[src/rtl/bldec_ram.sv]
// ----------------------------------------------------------------------------
// bldec_ram
// generic single-write, single-read RAM with registered read data
// ----------------------------------------------------------------------------
module bldec_ram #(
    parameter int WIDTH = 8,
    parameter int DEPTH = 16
) (
    input  logic                     i_clk,
    input  logic                     i_we,
    input  logic [$clog2(DEPTH)-1:0] i_waddr,
    input  logic [WIDTH-1:0]         i_wdata,
    input  logic                     i_re,
    input  logic [$clog2(DEPTH)-1:0] i_raddr,
    output logic [WIDTH-1:0]         o_rdata
);

    logic [WIDTH-1:0] r_mem [DEPTH];
    logic [WIDTH-1:0] r_rdata;

    always_ff @(posedge i_clk) begin
        if (i_we) begin
            r_mem[i_waddr] <= i_wdata;
        end
        if (i_re) begin
            r_rdata <= r_mem[i_raddr];
        end
    end

    assign o_rdata = r_rdata;

endmodule

[config.mk]
export PLATFORM = sky130hd
export DESIGN_NAME = bldec_ram
export DESIGN_NICKNAME = d
export VERILOG_FILES = /design/src/rtl/bldec_ram.sv
export SDC_FILE = /design/constraint.sdc
export NUM_CORES = 1
export LEC_CHECK = 0
export BUFFER_PORTS_ARGS = -buffer_cell sky130_fd_sc_hd__buf_4
export CORE_MARGIN = 2
export CORE_UTILIZATION = 35
export CTS_BUF_LIST = sky130_fd_sc_hd__clkbuf_4
export CTS_CLUSTER_SIZE = 40
export DETAILED_ROUTE_END_ITERATION = 12
export GPL_ROUTABILITY_DRIVEN = 0
export GPL_TIMING_DRIVEN = 1
export PLACE_DENSITY = 0.54
export RECOVER_POWER = 100
export SYNTH_ARGS = -nofsm -noshare
export SYNTH_HDL_FRONTEND = slang
export SYNTH_SLANG_ARGS = --single-unit
[constraint.sdc]
create_clock -name i_clk -period 2 [get_ports i_clk]
set_clock_uncertainty 0.1 [all_clocks]
set_input_delay 0.4 -clock i_clk [delete_from_list [all_inputs] [get_ports i_clk]]
set_output_delay 0.4 -clock i_clk [all_outputs]
set_load 0.01 [all_outputs]
==> results.json, run 1 <==
{
  "path_clk_slew_ns": 0.10,
  "drc": 0,
  "reg2reg_setup_slack_ns": 0.38,
  "vias": 2473,
  "cellLeakagePower_nw": 1.87,
  "async_flop_share_pct": 0,
  "layout-drive-gt1-share_pct": 19.4,
  "synth_top_cell_by_area": "edfxtp_1",
  "htreeDepth": 4,
  "grt.total_usage_pct": 14.1,
  "grt_first_pass_wirelength_um": 16000,
  "worstHoldStart": "i_re",
  "worstMarginPinSlew_ns": 0.701,
  "path_buf_inv": 1,
  "netlist_area_um2": 5230,
  "synth_area_leaders": "edfxtp_1, mux4_2, mux4_1, a22oi_1, nor2_1",
  "clkLatencyLatePin_ns": 0.52,
  "core_um2": 14600,
  "cts_made_buffers": 17,
  "whs_endpoint": "o_rdata[4]",
  "grt_max_degree": 21,
  "portBuffers": 26,
  "max_clock_freq_mhz": 607,
  "reg2regPathDepth": 3,
  "ant_nets": 0,
  "p_int_w": 0.00388,
  "synth.most_common_cell": "edfxtp_1",
  "grt.overflow.total": 0,
  "synth_cells": 229,
  "rsz0062_at_grt": "no",
  "vias_per_cell": 5.07,
  "hold_path_depth": 1,
  "power_density_nw_per_um2": 837,
  "clkPwrFrac_pct": 28.3,
  "drt-total-wl_um": 10400,
  "hold_class": "in2reg",
  "crit_fanout": 1,
  "synthTopCellsByCount": "edfxtp_1, mux4_2, a22oi_1",
  "crit_arrival_ns": 1.15,
  "die_width_um": 126,
  "synth_cell_types": 18,
  "synthesis.nets": 248,
  "syn_area_per_cell_um2": 22.8,
  "reg2reg_to": "o_rdata[2]",
  "outcome": "finished clean",
  "period_needed_ns": 1.65,
  "post-cts-setup-buffers": 0,
  "relSlewSlack_pct": 53.3,
  "cp_top_family": "flip-flops",
  "die_area_um2": 15900,
  "wl_per_cell_um": 21.4,
  "drv_cap": 0,
  "setup_viol": 0,
  "post_cts_resized": 0,
  "drt_iter0_markers": 239,
  "swShare_pct": 21.3,
  "initial_utilization_pct": 35.8,
  "crit_required_ns": 1.50,
  "dpl.hpwl_um": 7030,
  "hold_buffers": 0,
  "ioPinCount": 27,
  "switchingPower_w": 0.00105,
  "whs_ns": 0.280,
  "ys_dominant_reg_cell": "edfxtp_1",
  "cts_root_buf": "clkbuf_4",
  "first_pass_iters": 4,
  "slowest_stage": "edfxtp_1",
  "dieHeight_um": 126,
  "cts.sinks": 136,
  "ys_warn_count": 0,
  "finalCritPeriodShare_pct": 82.4,
  "nets": 311,
  "synth_top_area_share_pct": 78.1,
  "rows": 44,
  "crit_type": "reg2out",
  "crit_path_end_kind": "primary output",
  "slowest_delay_ns": 0.46,
  "clk_path_buf_depth": 2,
  "pwr-share-comb_pct": 6.3,
  "antenna_found_initial": 0,
  "power_frac_seq_pct": 65.5,
  "cts_tree": "yes",
  "peakVddDrop_mv": 0.429,
  "synth_edf_count": 136,
  "worstPathCellList": "clkbuf_1",
  "fillers": 1338,
  "syn2layout_area_growth_pct": 12.6,
  "ys_seq_elements": 136,
  "grt_pass1_vias": 2550,
  "hold_viol": 0,
  "setup-tns-final_ns": 0,
  "diodes": 0,
  "r2r-start": "r_mem[8][2]",
  "yosysSeqAreaShare_pct": 78.1,
  "slew_viol_final": 0,
  "start_kind": "flip-flop"
}
## sequential cells by signal, summed over array words and instances (netlist names)
signal and cells:
o_rdata 8, r_mem 128
## layout by cell type (no fill, tap or decap), types with 2 or more instances in the layout
cell      netlist  routed
edfxtp_1      136     136
clkbuf_1        0      39
clkbuf_4        0      23
mux4_2         18      18
a22oi_1        16      16
mux4_1         14      14
nor2_1         13      13
buf_4           1      11
nand2_1         9       9
clkinv_1        0       6
nor3_1          4       4
buf_12          0       4
nand3b_1        2       2
nand2b_1        2       2
clkinv_2        0       2
## cell type report
type	count	area, µm²	share of cell area (%)
multi-input combinational	83	1060	18.0
clock inverter	8	32.5	0.553
timing repair buffer	54	309	5.25
tap	184	230	3.91
sequential	136	4080	69.4
clock buffer	23	173	2.93
## worst max-delay path by stage
stage                     startpoint           to  slack (ns)  cells after the start
final                     o_rdata[5]   o_rdata[5]        0.35                      1
after global routing      o_rdata[0]   o_rdata[0]        0.27                      1
after floorplan           i_waddr[2]  r_mem[0][0]       0.007                      2
after CTS                 o_rdata[5]   o_rdata[5]        0.30                      1
after global placement    i_raddr[0]   o_rdata[2]       -0.13                      5
after detailed placement  i_raddr[0]   o_rdata[2]       -0.12                      5
## layer usage
layer	up-vias	share of wire [%]	GRT usage, %
met5	-	0	0
met4	0	1.1	4.91
met3	9	6.1	5.10
met2	74	46	20.7
met1	1276	46	19.8
li1	1114	-	-
## through the flow
| stage | power, W | cell area [µm²] | worst slack, ns | cells | util, % |
|---|---|---|---|---|---|
| floorplan | 0.00345 | 5230 | 0.00713 | 229 | - |
| global placement | 0.00363 | 5830 | -0.126 | 457 | 39.9 |
| detailed placement | 0.00363 | 5830 | -0.124 | 457 | 39.9 |
| CTS | 0.00502 | 6030 | 0.297 | 488 | 41.3 |
| global route | 0.00516 | 5890 | 0.270 | 488 | 40.3 |
| finish | 0.00493 | 5890 | 0.352 | 488 | 40.3 |
## power groups by stage
stage	Combinational (W)	Clock (W)	Sequential, W
floorplan	0.000162	0	0.00329
global placement	0.000336	0	0.00329
detailed placement	0.000342	0	0.00329
CTS	0.000343	0.00145	0.00323
global route	0.000340	0.00159	0.00323
finish	0.000309	0.00139	0.00323
## logic make-up (layout without fill, tap and decap cells)
family	after synthesis	after routing	synth area share, %
buffers and inverters	10	85	1.65
muxes	32	32	14.8
and+or+nand+nor	35	35	3.14
DFF	136	136	78.1
AOI/OAI and AO/OA	16	16	2.30
No activity file was read; power rests on OpenSTA's default activity.
==> inputs of run 2 (changes only) <==
Clock period 2 ns to 1.3 ns, I/O delays scaled along.
==> run 2 against run 1 <==
  * The flow now finishes with violations (negative setup slack)
  * Sequential share of layout area fell by 4.5 points
  * Combinational power rose by 90%
  * Register-to-register slack got worse by 0.58 ns
  * First-iteration DRC count fell by 26%
  * Critical path type is now reg2reg
  * Critical endpoint is now o_rdata[4]
  * Largest cell class unchanged
==> results.json, run 2 (synthesized netlist as in run 1, its figures left out) <==
{
  "outcome": "complete, but fails checks",
  "violations": "negative setup slack",
  "cellLeakagePower_nw": 2.02,
  "hold_class": "in2reg",
  "finalCritPeriodShare_pct": 116,
  "core_um2": 14600,
  "slew_viol_final": 0,
  "cts_tree": "yes",
  "reg2regPathDepth": 3,
  "ant_nets": 0,
  "final_common_cell": "edfxtp_1",
  "clkLatencyLatePin_ns": 0.52,
  "dpl_cell_area_um2": 6080,
  "fin_util_pct": 43.2,
  "dieHeight_um": 126,
  "drc": 0,
  "grt.overflow.total": 0,
  "nets": 332,
  "final_cell_mix": "edfxtp_1, mux4_2, clkbuf_1, clkbuf_4, buf_4",
  "period_needed_ns": 1.50,
  "worstMarginPinSlew_ns": 0.848,
  "relSlewSlack_pct": 43.3,
  "setup_viol": 32,
  "seqCellArea_um2": 4080,
  "rows": 44,
  "initial_utilization_pct": 35.8,
  "crit_type": "reg2reg",
  "antenna_found_initial": 0,
  "peakVddDrop_mv": 0.539,
  "diodes": 0,
  "largest-register": "r_mem",
  "cts_root_buf": "clkbuf_4",
  "cts.sinks": 136,
  "syn2layout_area_growth_pct": 20.5,
  "fillers": 1286,
  "die_width_um": 126,
  "die_area_um2": 15900,
  "grt_pass1_vias": 2751,
  "portBuffers": 26,
  "max_clock_freq_mhz": 666,
  "layout-drive-gt1-share_pct": 36.8,
  "fin_area_um2": 6300,
  "crit_path_end_kind": "flip-flop",
  "multi_input_area_um2": 1070,
  "grt_max_degree": 21,
  "path_clk_slew_ns": 0.12,
  "htreeDepth": 4,
  "dpl.hpwl_um": 7250,
  "largest_reg_flops": 128,
  "rsz0062_at_grt": "yes",
  "setup-tns-final_ns": -3.10,
  "drv_cap": 0,
  "drt-total-wl_um": 10800,
  "crit_required_ns": 1.48,
  "vias_per_cell": 4.99,
  "power_density_nw_per_um2": 1380,
  "grt.total_usage_pct": 14.7,
  "drt_iter0_markers": 176,
  "hold_viol": 0,
  "first_pass_iters": 4,
  "cts_made_buffers": 17,
  "vias": 2545,
  "hold_path_depth": 5,
  "start_kind": "flip-flop",
  "clk_path_buf_depth": 2,
  "setup_ws_ns": -0.202,
  "ioPinCount": 27,
  "crit_arrival_ns": 1.68,
  "grt_first_pass_wirelength_um": 16800,
  "wl_per_cell_um": 21.1,
  "crit_fanout": 1
}
-- run 2: changes by cell type in the layout (fill, tap and decap cells not counted), sizes merged --
cell           change
clkinv             -1
bufinv             +5
dlygate4sd3        +9
clkbuf            -13
clkdlybuf4s15      +3
buf               +16
clkinvlp           +3
-- run 2: layout make-up --
type	instances	area share (%)
flip-flops and latches	136	64.9
multi-input cells	83	17.1
repair buffers	75	9.10
well taps	184	3.66
clock inverters	15	3.30
clock buffers	17	2.03
-- run 2: worst paths after layout --
check	from	to	slack, ns
min reg2reg	r_mem[14][6]	o_rdata[6]	0.67
max	r_mem[0][4]	o_rdata[4]	-0.20
max reg2reg	r_mem[0][4]	o_rdata[4]	-0.20
min	i_raddr[1]	o_rdata[5]	0.27
-- run 2: stage by stage --
stage	hold WS (ns)	worst slack (ns)	cells	total power (W)
5_1_grt	0.258	-0.258	510	0.00906
3_3_place_gp	0.468	-0.588	469	0.00565
3_5_place_dp	0.481	-0.607	469	0.00566
6_report	0.271	-0.202	510	0.00872
4_1_cts	0.174	-0.238	510	0.00885
2_1_floorplan	0.259	-0.260	229	0.00535
-- run 2: report_power, final --
group          switching (W)  leakage (nW)  internal (W)  total, W
Combinational       0.000302         0.610      0.000285  0.000587
Clock                0.00148         0.177       0.00169   0.00317
Sequential         0.0000294          1.24       0.00493   0.00496
-- run 2: timing repair --
item	4_1_cts	5_1_grt
resized for setup	17	3
setup buffers	0	0
hold buffers	9	0
hold endpoints to repair	136	0
setup endpoints to repair	16	16
pin swaps	2	2
-- run 2: routing by layer --
layer / track usage [%] / part of all wire (%)
met5: 0 / 0
met4: 4.85 / 0.87
met3: 4.33 / 4.4
met2: 22.1 / 48
met1: 20.8 / 47
-- run 2: critical path, stage by stage, from the launching register on --
cell and delay, ns:
edfxtp_1 0.39, mux4_2 0.48, a22oi_2 0.19, nand2_1 0.10
==> inputs of run 3 (changes only) <==
Settings changed: BUFFER_PORTS_ARGS -buffer_cell sky130_fd_sc_hd__buf_4 to -buffer_cell sky130_fd_sc_hd__buf_2, CORE_MARGIN 2 to default.
==> run 3 against run 2 <==
  * Global-route usage up 0.11 points
  * The run still ends with negative setup slack left
  * First-iteration DRC count increased by 45%
  * Hold slack lost 0.0070 ns
  * Count of clock-buffer cells in the layout is 1 higher
  * Highest routed layer unchanged
  * Non-clock buffer count decreased by 7
  * Clock power shrank 14%
  * Critical path depth is 2 lower
==> results.json, run 3 (synthesized netlist as in run 1, its figures left out) <==
{
  "outcome": "complete, but fails checks",
  "violations": "negative setup slack",
  "initial_utilization_pct": 36.0,
  "cts_tree": "yes",
  "peakVddDrop_mv": 0.472,
  "crit_arrival_ns": 1.15,
  "drc": 0,
  "max_clock_freq_mhz": 662,
  "die_width_um": 124,
  "worstMarginPinSlew_ns": 1.04,
  "grt.total_usage_pct": 14.8,
  "setup_viol": 26,
  "clk_path_buf_depth": 2,
  "multi_input_area_um2": 1090,
  "antenna_found_initial": 1,
  "slew_viol_final": 0,
  "hold_viol": 0,
  "setup_ws_ns": -0.211,
  "worstSetupStartpoint": "o_rdata[3]",
  "period_needed_ns": 1.51,
  "pre_cts_ws_ns": -0.565,
  "post-cts-setup-buffers": 0,
  "ant_nets": 0,
  "first_pass_iters": 4,
  "cp_top_family": "flip-flops",
  "final_common_cell": "edfxtp_1",
  "crit_fanout": 1,
  "vias": 2549,
  "grt_pass1_vias": 2679,
  "core_um2": 14500,
  "largest_reg_flops": 128,
  "hold_class": "in2reg",
  "htreeDepth": 4,
  "setup-tns-final_ns": -2.59,
  "grt_first_pass_wirelength_um": 16200,
  "drv_cap": 0,
  "crit_required_ns": 0.94,
  "power_density_nw_per_um2": 1340,
  "wl_per_cell_um": 21.0,
  "final_cell_mix": "edfxtp_1, mux4_2, clkbuf_1, clkbuf_4, buf_2",
  "path_clk_slew_ns": 0.12,
  "grt.overflow.total": 0,
  "slowest_delay_ns": 0.45,
  "finalCritPeriodShare_pct": 116,
  "start_kind": "flip-flop",
  "worstHoldStart": "i_waddr[0]",
  "portBuffers": 26,
  "grt_max_degree": 24,
  "crit_type": "reg2out",
  "rsz0062_at_grt": "yes",
  "cts.sinks": 136,
  "cellLeakagePower_nw": 1.96,
  "worstPathCellList": "buf_2",
  "fin_util_pct": 42.3,
  "seqCellArea_um2": 4080,
  "clkLatencyLatePin_ns": 0.53,
  "rows": 44,
  "layout-drive-gt1-share_pct": 37.3,
  "relSlewSlack_pct": 30.2,
  "vias_per_cell": 5.06,
  "fin_area_um2": 6150,
  "drt_iter0_markers": 256,
  "path_buf_inv": 1,
  "cts_root_buf": "clkbuf_4",
  "die_area_um2": 15400,
  "nets": 325,
  "r2r-start": "r_mem[7][5]",
  "largest-register": "r_mem",
  "fillers": 1312,
  "drt-total-wl_um": 10600,
  "syn2layout_area_growth_pct": 17.7,
  "cts_made_buffers": 17,
  "dpl_cell_area_um2": 5950,
  "fin_total_pwr_w": 0.00824,
  "slowest_stage": "edfxtp_1",
  "ioPinCount": 27,
  "dpl.hpwl_um": 7120,
  "crit_path_end_kind": "primary output",
  "dieHeight_um": 124
}
run 3: cell type report:
class / instances / share of cell area, %
Timing Repair Buffer: 68 / 7.58
Sequential cell: 136 / 66.4
Tap cell: 184 / 3.74
Clock inverter: 14 / 2.40
Clock buffer: 18 / 2.20
Antenna cell: 1 / 0.0407
Multi-Input combinational cell: 83 / 17.7
run 3: metrics by stage:
stage,instances,hold slack [ns]
6_report,504,0.264
5_1_grt,504,0.220
3_5_place_dp,462,0.552
4_1_cts,503,0.168
3_3_place_gp,462,0.553
2_1_floorplan,229,0.259
run 3: power by group:
group | switching [W] | internal, W
logic | 0.000297 | 0.000250
registers | 0.0000284 | 0.00493
clock network | 0.00156 | 0.00117
run 3: metal layers:
layer / GRT usage (%) / vias up / part of all wire [%] / wire length (µm)
met5: 0 / - / 0 / 0
met3: 4.78 / 8 / 3.7 / 396
met2: 23.9 / 65 / 51 / 5430
met4: 5.10 / 0 / 0.99 / 105
li1: - / 1127 / - / -
met1: 18.9 / 1349 / 44 / 4640
run 3: worst paths after layout:
check / endpoint / slack (ns) / cells past startpoint
max: o_rdata[3] / -0.21 / 1
min reg2reg: o_rdata[4] / 0.65 / 3
min: r_mem[8][0] / 0.26 / 4
max reg2reg: o_rdata[5] / -0.19 / 3
run 3: repair_timing:
item	4_1_cts	5_1_grt
cloned	0	0
gates resized for setup	10	6
hold buffers	9	0
pin swaps	2	2
endpoints found under the hold margin	136	0
setup endpoints to repair	16	16
