<file path="src/rtl/bldec_pkg.sv">
// ----------------------------------------------------------------------------
// bldec_pkg
// shared types and constants of the bilevel run-length decoder
// ----------------------------------------------------------------------------
package bldec_pkg;

    localparam int CHANNELS = 256;
    localparam int CH_W     = $clog2(CHANNELS);
    localparam int WORD_W   = 16;
    localparam int RUN_W    = 9;
    localparam int BITS_W   = 5;

    localparam logic CMD_DECODE = 1'b0;
    localparam logic CMD_CLEAR  = 1'b1;

    // per-channel decoder state, as held in the state memory
    typedef struct packed {
        logic [WORD_W-1:0] shift_word;
        logic [BITS_W-1:0] bits_left;
        logic              colour;
        logic [RUN_W-1:0]  run_left;
    } t_state;

    typedef struct packed {
        logic pixel;
        logic word_used;
        logic bad_code;
    } t_result;

    localparam int STATE_W = $bits(t_state);

endpackage

</file>
<file path="src/rtl/bldec_step.sv">
// ----------------------------------------------------------------------------
// bldec_step
// one decode step of a channel: run bookkeeping, flag and run code extraction
// ----------------------------------------------------------------------------
module bldec_step (
    input  bldec_pkg::t_state              i_cur,
    input  logic                           i_cmd,
    input  logic [bldec_pkg::WORD_W-1:0]   i_word,
    output bldec_pkg::t_state              o_nxt,
    output bldec_pkg::t_result             o_res
);
    import bldec_pkg::*;

    logic [2*WORD_W-1:0] w_word_al;
    logic [2*WORD_W-1:0] w_buf;
    logic [2*WORD_W-1:0] w_shifted;
    logic                w_flag;
    logic                w_used;
    logic [3:0]          w_need;
    logic [RUN_W-1:0]    w_code;
    logic [BITS_W:0]     w_bits_tot;

    always_comb begin
        w_word_al = {i_word, {WORD_W{1'b0}}};
        // first bit comes from the word when the shift word is empty
        w_flag = (i_cur.bits_left == '0) ? i_word[WORD_W-1] : i_cur.shift_word[WORD_W-1];
        w_need = w_flag ? 4'(RUN_W + 1) : 4'd1;
        w_used = (i_cur.bits_left < BITS_W'(w_need));
        // remaining bits left-aligned, followed by the fresh word when it is loaded
        if (i_cur.bits_left == '0) begin
            w_buf = w_word_al;
        end else begin
            w_buf = {i_cur.shift_word, {WORD_W{1'b0}}}
                  | (w_used ? (w_word_al >> i_cur.bits_left) : '0);
        end
        w_code     = w_buf[2*WORD_W-2 -: RUN_W];
        w_shifted  = w_buf << w_need;
        w_bits_tot = {1'b0, i_cur.bits_left} + (w_used ? (BITS_W+1)'(WORD_W) : '0)
                   - (BITS_W+1)'(w_need);

        o_nxt = i_cur;
        o_res = '0;
        if (i_cmd == CMD_CLEAR) begin
            o_nxt = '0;
        end else if (i_cur.run_left == '0) begin
            o_nxt.shift_word = w_shifted[2*WORD_W-1 -: WORD_W];
            o_nxt.bits_left  = w_bits_tot[BITS_W-1:0];
            o_nxt.colour     = ~i_cur.colour;
            // a zero long-run code is flagged and decoded as a single pixel
            o_nxt.run_left   = (w_flag && w_code != '0) ? w_code - 1'b1 : '0;
            o_res.pixel      = i_cur.colour;
            o_res.word_used  = w_used;
            o_res.bad_code   = w_flag && (w_code == '0);
        end else begin
            o_nxt.run_left   = i_cur.run_left - 1'b1;
            o_res.pixel      = ~i_cur.colour;
        end
    end

endmodule

</file>
<file path="config.mk">
export PLATFORM = sky130hd
export DESIGN_NAME = bldec_step
export DESIGN_NICKNAME = d
export VERILOG_FILES = /design/src/rtl/bldec_pkg.sv /design/src/rtl/bldec_step.sv
export SDC_FILE = /design/constraint.sdc
export NUM_CORES = 1
export LEC_CHECK = 0
export ABC_AREA = 1
export BUFFER_PORTS_ARGS = -buffer_cell sky130_fd_sc_hd__buf_2
export CAP_MARGIN = 0
export CORE_AREA = 2 2 51 100
export DETAILED_ROUTE_END_ITERATION = 10
export DIE_AREA = 0 0 53 102
export PLACE_DENSITY = 0.82
export SKIP_LAST_GASP = 1
export SLEW_MARGIN = 40
export SYNTH_ARGS = -nofsm -noshare
export SYNTH_HDL_FRONTEND = slang
export SYNTH_SLANG_ARGS = --single-unit
</file>
<file path="constraint.sdc">
create_clock -name vclk -period 3.95
set_input_delay 0.79 -clock vclk [all_inputs]
set_output_delay 0.79 -clock vclk [all_outputs]
set_load 0.005 [all_outputs]
</file>
==> flow_summary.yaml, run 1 <==
status:
  status: "completed"
finish:
  drive_gt1_share_pct: 29.55
  seq_cells: 0
  multiInputGateArea_sq_um: 2103
  final_cells: 610
  final-seq-area_sq_um: 0
  layout_commonest_cell: "nand2_1"
  area_growth_pct: 26.72
  n_antenna_cell: 0
  nFillCells: 485
  fin_nets: 612
  fin_util_pct: 66.07
  num-clock-buffers: 0
  layout_common_cells: "nand2_1, buf_2, inv_1, o21ai_0, nor2_1"
routing:
  vias: 3677
  dr.first_iter.drc_count: 188
  routedWlPerCell_um: 16.54
  routed.top_layer: "met4"
  routed_wl_mm: 10.09
  dr.pass1.iters: 5
  wl_met3_um: 758
  drc: 0
  vias_per_cell: 6.028
  wl_met1_mm: 3.290
  met2_length_mm: 5.299
  ant_nets: 0
clocking:
  postCtsHoldBufs: 0
synth:
  synthTopCellsByArea: "nand2_1, o21ai_0, inv_1, nand3_1, nor2_1"
  yosysTopAreaCell: "nand2_1"
  syn_area_per_cell_sq_um: 5.112
  synth.distinct_cells: 43
  synth_seq_area_share_pct: 0
  synth_nets: 524
  synth_top_area_share_pct: 19.42
  yosys_warnings: 0
  syn_inst: 469
  synth_area_sq_um: 2397
floorplanning:
  die_w_um: 53
  start_util_pct: 52.14
  die_h_um: 102
  io_pins: 82
  dieArea_sq_um: 5406
  rows: 35
  core_sq_um: 4598
setup_path:
  endpoint_kind: "output port"
  critPathKind: "in2out"
  critPathMaxFanout: 5
  critPathLaunchType: "input port"
  required_ns: 3.16
  worstPathArrival_ns: 3.07
timing:
  fin_crit_sh_pct: 97.63
  setup_viol: 0
  rsz0062_at_grt: "yes"
  worst_slew_pin_slew_ns: 0.7569
  drv_slew: 0
  report.final.hold_viol_count: 0
  max_freq_ghz: 0.2593
  max_slew_margin_pct: 49.48
  min_period_ns: 3.856
power_and_ir_drop:
  power_leakage_uw: 0.001609
  powerDensity_nw_per_um2: 107.2
  ir_drop_v: 0.00008856
flow_run:
  maxCapViolations: 0
grt:
  grt-ovfl-total: 0
  antenna_found_initial: 0
  grt_max_degree: 27
  grt_pass1_vias: 3471
  grt_first_pass_wirelength_mm: 15.35
  grt.total_usage_pct: 36.42
place:
  port_buffers: 82
  place_inst: 600
  gp_congestion: 1.024
  post-dp-hpwl_mm: 7.914
hold_path:
  min_path_type: "in2out"
[report_power, final]
| group | switching, uW | internal [uW] | total [uW] |
|---|---|---|---|
| Sequential | 0 | 0 | 0 |
| Clock | 0 | 0 | 0 |
| Combinational | 204 | 122 | 326 |
| Total | 204 | 122 | 326 |
[layout make-up]
class,count,share of cell area (%)
inverter,59,7.661
timing repair buffer,108,20.68
tap,55,2.265
timing repair inverter,1,0.1647
multi-input combinational,387,69.23
[final timing paths]
kind | from | end | slack [ns] | depth (start not counted)
max | i_cur[13] | o_nxt[4] | 0.09 | 18
min | i_cmd | o_res[2] | 1.91 | 3
[cells by family (layout without fill, tap and decap cells)]
logic type	count (synthesis)	in the layout	share of synthesized area (%)
AOI/OAI and AO/OA	121	121	30.32
xor gates and xnor gates	9	9	3.288
adders and majority gates	7	7	3.967
buffers and inverters	83	168	14.09
and+or+nand+nor	249	250	48.33
[layer usage]
layer / global-route usage (%) / vias to the layer above
met1: 33.98 / 1616
met4: 26.82 / 0
met3: 7.602 / 69
li1: - / 1747
met2: 66.06 / 245
met5: 0 / -
[worst max-delay path: stages]
cell and delay (ns):
buf_2 0.12, nor2_4 0.17, nand4_1 0.28, nand3_2 0.21, inv_2 0.07, nor2_4 0.13
nand2_4 0.08, nand3_1 0.09, nand2_1 0.06, nand2_2 0.10, ha_1 0.16, inv_2 0.06
nor2_4 0.14, buf_4 0.14, xor2_1 0.16, nand2_1 0.07, a21oi_1 0.11, buf_2 0.12
[per-stage QoR]
step                      TNS [ns]  hold slack [ns]  setup WS, ns  instance area (sq um)  power [uW]
after floorplan                  0            1.709        0.3835                   2397       193.3
final                            0            1.912       0.09366                   3038       325.8
after global routing       -0.8250            1.934       -0.1318                   3038       359.8
after global placement           0            1.910        0.1584                   2908       293.9
after detailed placement         0            1.918       0.01625                   2908       299.9
after CTS                        0            1.918       0.01334                   2908       301.4
[cells in the mapped netlist (all sizes together) (2+ instances only)]
| master | number |
|---|---|
| buf | 15 |
| clkbuf | 9 |
| nand3 | 36 |
| a211oi | 7 |
| xnor2 | 2 |
| o21a | 2 |
| nor3 | 4 |
| nand3b | 3 |
| and2 | 2 |
| a221oi | 5 |
| nor2 | 47 |
| nand2 | 137 |
| o211ai | 6 |
| or2 | 15 |
| o21ai | 58 |
| xor2 | 7 |
| o221ai | 6 |
| a31oi | 4 |
| inv | 58 |
| nand4 | 3 |
| a21oi | 22 |
| a211o | 3 |
| ha | 6 |
| o22ai | 6 |
[repair_timing]
item / CTS / global route
gates resized for setup: 0 / 22
buffers inserted: 0 / 8
endpoints found under the setup margin: 0 / 17
Note: power is estimated with default switching activity, not from simulation.
==> run 2, diff against run 1 <==
--- a/config.mk
+++ b/config.mk
@@ -5,13 +5,13 @@
 export SDC_FILE = /design/constraint.sdc
 export NUM_CORES = 1
 export LEC_CHECK = 0
-export ABC_AREA = 1
 export BUFFER_PORTS_ARGS = -buffer_cell sky130_fd_sc_hd__buf_2
 export CAP_MARGIN = 0
-export CORE_AREA = 2 2 51 100
+export CORE_AREA = 2 2 50 98
 export DETAILED_ROUTE_END_ITERATION = 10
-export DIE_AREA = 0 0 53 102
-export PLACE_DENSITY = 0.82
+export DIE_AREA = 0 0 52 100
+export PLACE_DENSITY = 0.83
+export RECOVER_POWER = 25
 export SKIP_LAST_GASP = 1
 export SLEW_MARGIN = 40
 export SYNTH_ARGS = -nofsm -noshare
==> constraint.sdc (replaced) <==
create_clock -name vclk -period 3.65
set_input_delay 0.73 -clock vclk [all_inputs]
set_output_delay 0.73 -clock vclk [all_outputs]
set_load 0.005 [all_outputs]
==> run 2 against run 1 <==
Against the previous run: the run now ends with setup timing left; cell area is 27% higher; global-route usage is 7.2 points higher; total power increased by 63%; count of clock-buffer cells in the layout unchanged; via count grew 4.8%; non-clock buffer count grew 86; largest power group unchanged; combinational power is 63% higher.
==> flow_summary.yaml, run 2 <==
synth:
  yosys_warnings: 0
  synth_top_area_share_pct: 8.047
  synth.distinct_cells: 65
  synthTopCellsByArea: "nor2_1, mux2i_1, mux2_2, mux4_2, nand2_1"
  yosysTopAreaCell: "nor2_1"
  syn_area_per_cell_sq_um: 6.780
  syn_inst: 344
  synth.most_common_cell: "nor2_1"
  synth_nets: 399
  synth_seq_area_share_pct: 0
  yosys-top-cells-count: "nor2_1, nand2_1, a21oi_1"
  synth_area_sq_um: 2332
finish:
  final-seq-area_sq_um: 0
  num-clock-buffers: 0
  drive_gt1_share_pct: 53.25
  nFillCells: 275
  fin_nets: 564
  layout_common_cells: "buf_4, buf_2, nor2_1"
  final_area_sq_um: 3859
  layout_commonest_cell: "buf_4"
  seq_cells: 0
  n_antenna_cell: 0
  area_growth_pct: 65.45
power_and_ir_drop:
  ir_drop_v: 0.0001175
  power_uw: 531.6
  power_leakage_uw: 0.001801
  powerDensity_nw_per_um2: 137.8
routing:
  dr.pass1.iters: 6
  routed_wl_mm: 12.86
  drc: 0
  met2_length_mm: 6.011
  wl_met3_mm: 1.379
  wl_met1_mm: 4.338
  vias: 3853
  vias_per_cell: 6.856
  routedWlPerCell_um: 22.89
  dr.first_iter.drc_count: 285
  ant_nets: 0
  routed.top_layer: "met4"
place:
  post-dp-hpwl_mm: 8.538
  postPlaceCellArea_sq_um: 3391
  port_buffers: 82
  gp_congestion: 1.087
timing:
  setup_ws_ns: -0.7522
  max_slew_margin_pct: 52.70
  report.final.hold_viol_count: 0
  rsz0062_at_grt: "yes"
  min_period_ns: 4.402
  worst_slew_pin_slew_ns: 0.7095
  max_freq_ghz: 0.2272
  setup_viol: 26
  fin_crit_sh_pct: 120.6
  drv_slew: 0
clocking:
  postCtsHoldBufs: 0
floorplanning:
  die_w_um: 52
  rows: 35
  die_h_um: 100
  start_util_pct: 51.71
  io_pins: 82
  dieArea_sq_um: 5200
  core_sq_um: 4511
hold_path:
  whs_path_depth: 4
  min_to: "o_nxt[15]"
  hold_start: "i_cur[15]"
  min_path_type: "in2out"
status:
  failed_checks: "setup timing"
  status: "complete, but fails checks"
setup_path:
  required_ns: 2.92
  critPathLaunchType: "input port"
  slowest_stage: "or4_4"
  endpoint_kind: "output port"
  max_stage_delay_ns: 0.57
  crit_start: "i_cur[13]"
  path_cells: "buf_6 -> or4_4 -> o21ai_4 -> a311oi_2 -> or2_1 -> a211o_1 -> o21a_1 -> inv_2 -> ha_4 -> o2111a_1 -> nor3b_2 -> xor2_1 -> a21oi_1 -> nor3_2 -> buf_2"
  critPathKind: "in2out"
  critPathMaxFanout: 3
  worstPathArrival_ns: 3.67
grt:
  grt_first_pass_wirelength_mm: 17.38
  antenna_found_initial: 0
  grt_pass1_vias: 3524
  grt.total_usage_pct: 43.60
  grt_max_degree: 35
  grt-ovfl-total: 0
flow_run:
  maxCapViolations: 0
run 2: area by class of cell:
type / instances / area (sq um) / share of cell area [%]
Timing Repair Buffer: 194 / 1405 / 36.41
Inverter: 11 / 45.04 / 1.167
Multi-Input combinational cell: 302 / 2340 / 60.64
Tap cell: 55 / 68.82 / 1.783
run 2: timing repair:
| action | in CTS | in global routing |
|---|---|---|
| endpoints found under the setup margin | 28 | 29 |
| setup buffers | 10 | 11 |
| pin swaps | 24 | 16 |
| cloned | 1 | 1 |
| gates resized for setup | 47 | 37 |
run 2: worst max-delay path: cells and delay by family:
| kind | cells | cell delay (ns) |
|---|---|---|
| xor+xnor | 1 | 0.19 |
| compound gates | 6 | 1.07 |
| buf+inv | 3 | 0.33 |
| fa+ha+maj | 1 | 0.13 |
| simple gates | 4 | 1.21 |
run 2: logic make-up (layout without fill, tap and decap cells):
family | Yosys count | in the layout | share of synthesized area (%)
buf+inv | 42 | 205 | 8.476
compound gates | 113 | 113 | 34.98
mux | 38 | 38 | 20.33
xor+xnor | 14 | 14 | 5.258
simple gates | 130 | 130 | 26.88
fa+ha+maj | 7 | 7 | 4.077
run 2: report_power, final:
part	switching, uW	total (uW)	leakage (uW)	internal (uW)
clock network	0	0	0	0
registers	0	0	0	0
logic	279	532	0.00180	253
run 2: metrics by stage:
stage | utilization (%) | std cells | setup TNS, ns | setup WS (ns) | hold WS [ns]
after global placement | 75.17 | 542 | -4.514 | -0.4691 | 1.780
after CTS | 80.75 | 552 | -4.382 | -0.5924 | 1.797
after floorplan | - | 344 | -1.272 | -0.4786 | 1.560
final | 85.55 | 562 | -8.514 | -0.7522 | 1.798
after detailed placement | 75.17 | 542 | -5.503 | -0.6336 | 1.794
after global routing | 85.55 | 562 | -11.16 | -0.8987 | 1.813
run 2: worst max path at each step:
stage / to / cells after the start
2_1_floorplan: o_nxt[6] / 15
3_3_place_gp: o_nxt[6] / 15
3_5_place_dp: o_nxt[6] / 15
4_1_cts: o_nxt[6] / 15
5_1_grt: o_nxt[6] / 15
6_report: o_nxt[6] / 15
run 2: routing by layer:
layer  GRT usage (%)  vias up
met5               0        -
met4           28.95        0
met3           5.655      106
met2           71.86      383
met1           50.65     1735
li1                -     1629
==> run 3, diff against run 2 <==
--- a/config.mk
+++ b/config.mk
@@ -5,12 +5,13 @@
 export SDC_FILE = /design/constraint.sdc
 export NUM_CORES = 1
 export LEC_CHECK = 0
+export ABC_AREA = 1
 export BUFFER_PORTS_ARGS = -buffer_cell sky130_fd_sc_hd__buf_2
 export CAP_MARGIN = 0
-export CORE_AREA = 2 2 50 98
+export CORE_AREA = 2 2 51 100
 export DETAILED_ROUTE_END_ITERATION = 10
-export DIE_AREA = 0 0 52 100
-export PLACE_DENSITY = 0.83
+export DIE_AREA = 0 0 53 102
+export PLACE_DENSITY = 0.82
 export RECOVER_POWER = 25
 export SKIP_LAST_GASP = 1
 export SLEW_MARGIN = 40
==> run 3 against run 2 <==
Against the previous run: the run still ends with setup timing left; utilization shrank 14 points; flip-flop and latch count is the same; total power decreased by 26%; non-clock buffer count shrank 75; first-iteration DRC count fell by 16%; count of clock-buffer cells in the layout is the same; worst setup slack better by 0.69 ns; cell area down 15%; routed wire length fell by 18%; via count rose by 1.0%; die area rose by 4.0%; highest routed layer unchanged.
==> flow_summary.yaml, run 3 (synthesis gave the netlist of run 1 again) <==
status:
  status: "complete, but fails checks"
  failed_checks: "setup timing"
finish:
  layout_common_cells: "nand2_1, buf_2, inv_1"
  final-seq-area_sq_um: 0
  fin_util_pct: 71.16
  fin_nets: 623
  seq_cells: 0
  n_antenna_cell: 0
  layout_commonest_cell: "nand2_1"
  num-clock-buffers: 0
  drive_gt1_share_pct: 32.51
  area_growth_pct: 36.48
grt:
  grt-ovfl-total: 0
  grt.total_usage_pct: 34.19
  grt_pass1_vias: 3357
  grt_max_degree: 27
  antenna_found_initial: 0
  grt_first_pass_wirelength_mm: 14.33
timing:
  worst_slew_pin_slew_ns: 0.7839
  min_period_ns: 3.712
  setup_viol: 2
  setup_ws_ns: -0.06235
  report.final.hold_viol_count: 0
  max_freq_ghz: 0.2694
  fin_crit_sh_pct: 101.7
  drv_slew: 0
  max_slew_margin_pct: 47.68
  rsz0062_at_grt: "yes"
  hold_slack_ns: 1.778
place:
  port_buffers: 82
  dp_slack_ns: -0.01365
  post-dp-hpwl_mm: 7.748
  gp_congestion: 1.024
setup_path:
  worstPathArrival_ns: 2.98
  path_common_cell: "nand2_2"
  slowest_stage: "nand4_1"
  critPathKind: "in2out"
  endpoint_kind: "output port"
  required_ns: 2.92
  path_cells: "buf_8 -> nor2_4 -> nand4_1 -> nand3_1 -> nand2_2 -> nor2_4 -> nand2_4 -> nand3_2 -> nand2_2 -> nand2_2 -> buf_4 -> nand3_4 -> nor2_1 -> nand2_1 -> nand2_1 -> o21ai_1 -> and2_1 -> buf_2"
  critPathMaxFanout: 5
  critPathLaunchType: "input port"
  max_stage_delay_ns: 0.25
routing:
  routed.top_layer: "met4"
  wl_met3_um: 854
  met2_length_mm: 5.288
  routed_wl_mm: 10.53
  ant_nets: 0
  drc: 0
  wl_met1_mm: 3.273
  routedWlPerCell_um: 16.95
  dr.first_iter.drc_count: 239
  vias: 3893
  vias_per_cell: 6.269
  dr.pass1.iters: 6
power_and_ir_drop:
  power_leakage_uw: 0.001698
  power_uw: 391.6
  powerDensity_nw_per_um2: 119.7
  ir_drop_v: 0.00009765
floorplanning:
  rows: 35
  core_sq_um: 4598
  die_h_um: 102
  io_pins: 82
  start_util_pct: 52.14
  dieArea_sq_um: 5406
  die_w_um: 53
hold_path:
  hold_start: "i_cmd"
  min_path_type: "in2out"
  min_to: "o_res[2]"
  whs_path_depth: 3
flow_run:
  maxCapViolations: 0
[run 3: timing repair]
| item | CTS | global route |
|---|---|---|
| hold buffers | 0 | 0 |
| buffers inserted | 0 | 8 |
| pin swaps | 1 | 25 |
| endpoints found under the hold margin | 0 | 0 |
| endpoints found under the setup margin | 3 | 21 |
| gates resized for setup | 2 | 52 |
| cloned | 0 | 2 |
[run 3: layout make-up]
class	instances	area, sq um
well taps	55	68.82
fillers	403	1326
multi-input cells	388	2212
repair buffers	119	754.5
inverters	59	236.5
[run 3: through the flow]
step	cells	TNS (ns)	instance area, sq um
finish	621	-0.06308	3272
floorplan	469	0	2397
CTS	611	0	3023
detailed placement	611	-0.02870	3015
global placement	611	0	3015
global route	621	-2.032	3272
[run 3: worst max path at each step]
stage | start | end | slack (ns)
after floorplan | i_cur[12] | o_nxt[8] | 0.20
after global placement | i_cur[10] | o_nxt[30] | 0.06
after detailed placement | i_cur[10] | o_nxt[8] | -0.01
after CTS | i_cur[10] | o_nxt[1] | 0.04
after global routing | i_cur[14] | o_nxt[5] | -0.28
final | i_cur[14] | o_nxt[5] | -0.06
[run 3: power by group]
part           total (uW)  leakage [uW]  switching, uW  internal, uW
registers               0             0              0             0
logic                 392       0.00170            239           153
clock network           0             0              0             0
total                 392       0.00170            239           153
[run 3: worst max-delay path, delay by kind of cell]
kind                   cells  cell delay (ns)
AND/OR/NAND/NOR           14             1.79
buffers and inverters      3             0.37
AO/OA/AOI/OAI              1             0.08
[run 3: layer usage]
metal | vias to the layer above | track usage, %
li1 | 1768 | -
met4 | 0 | 25.25
met3 | 116 | 2.193
met5 | - | 0
met2 | 305 | 64.81
met1 | 1704 | 32.30
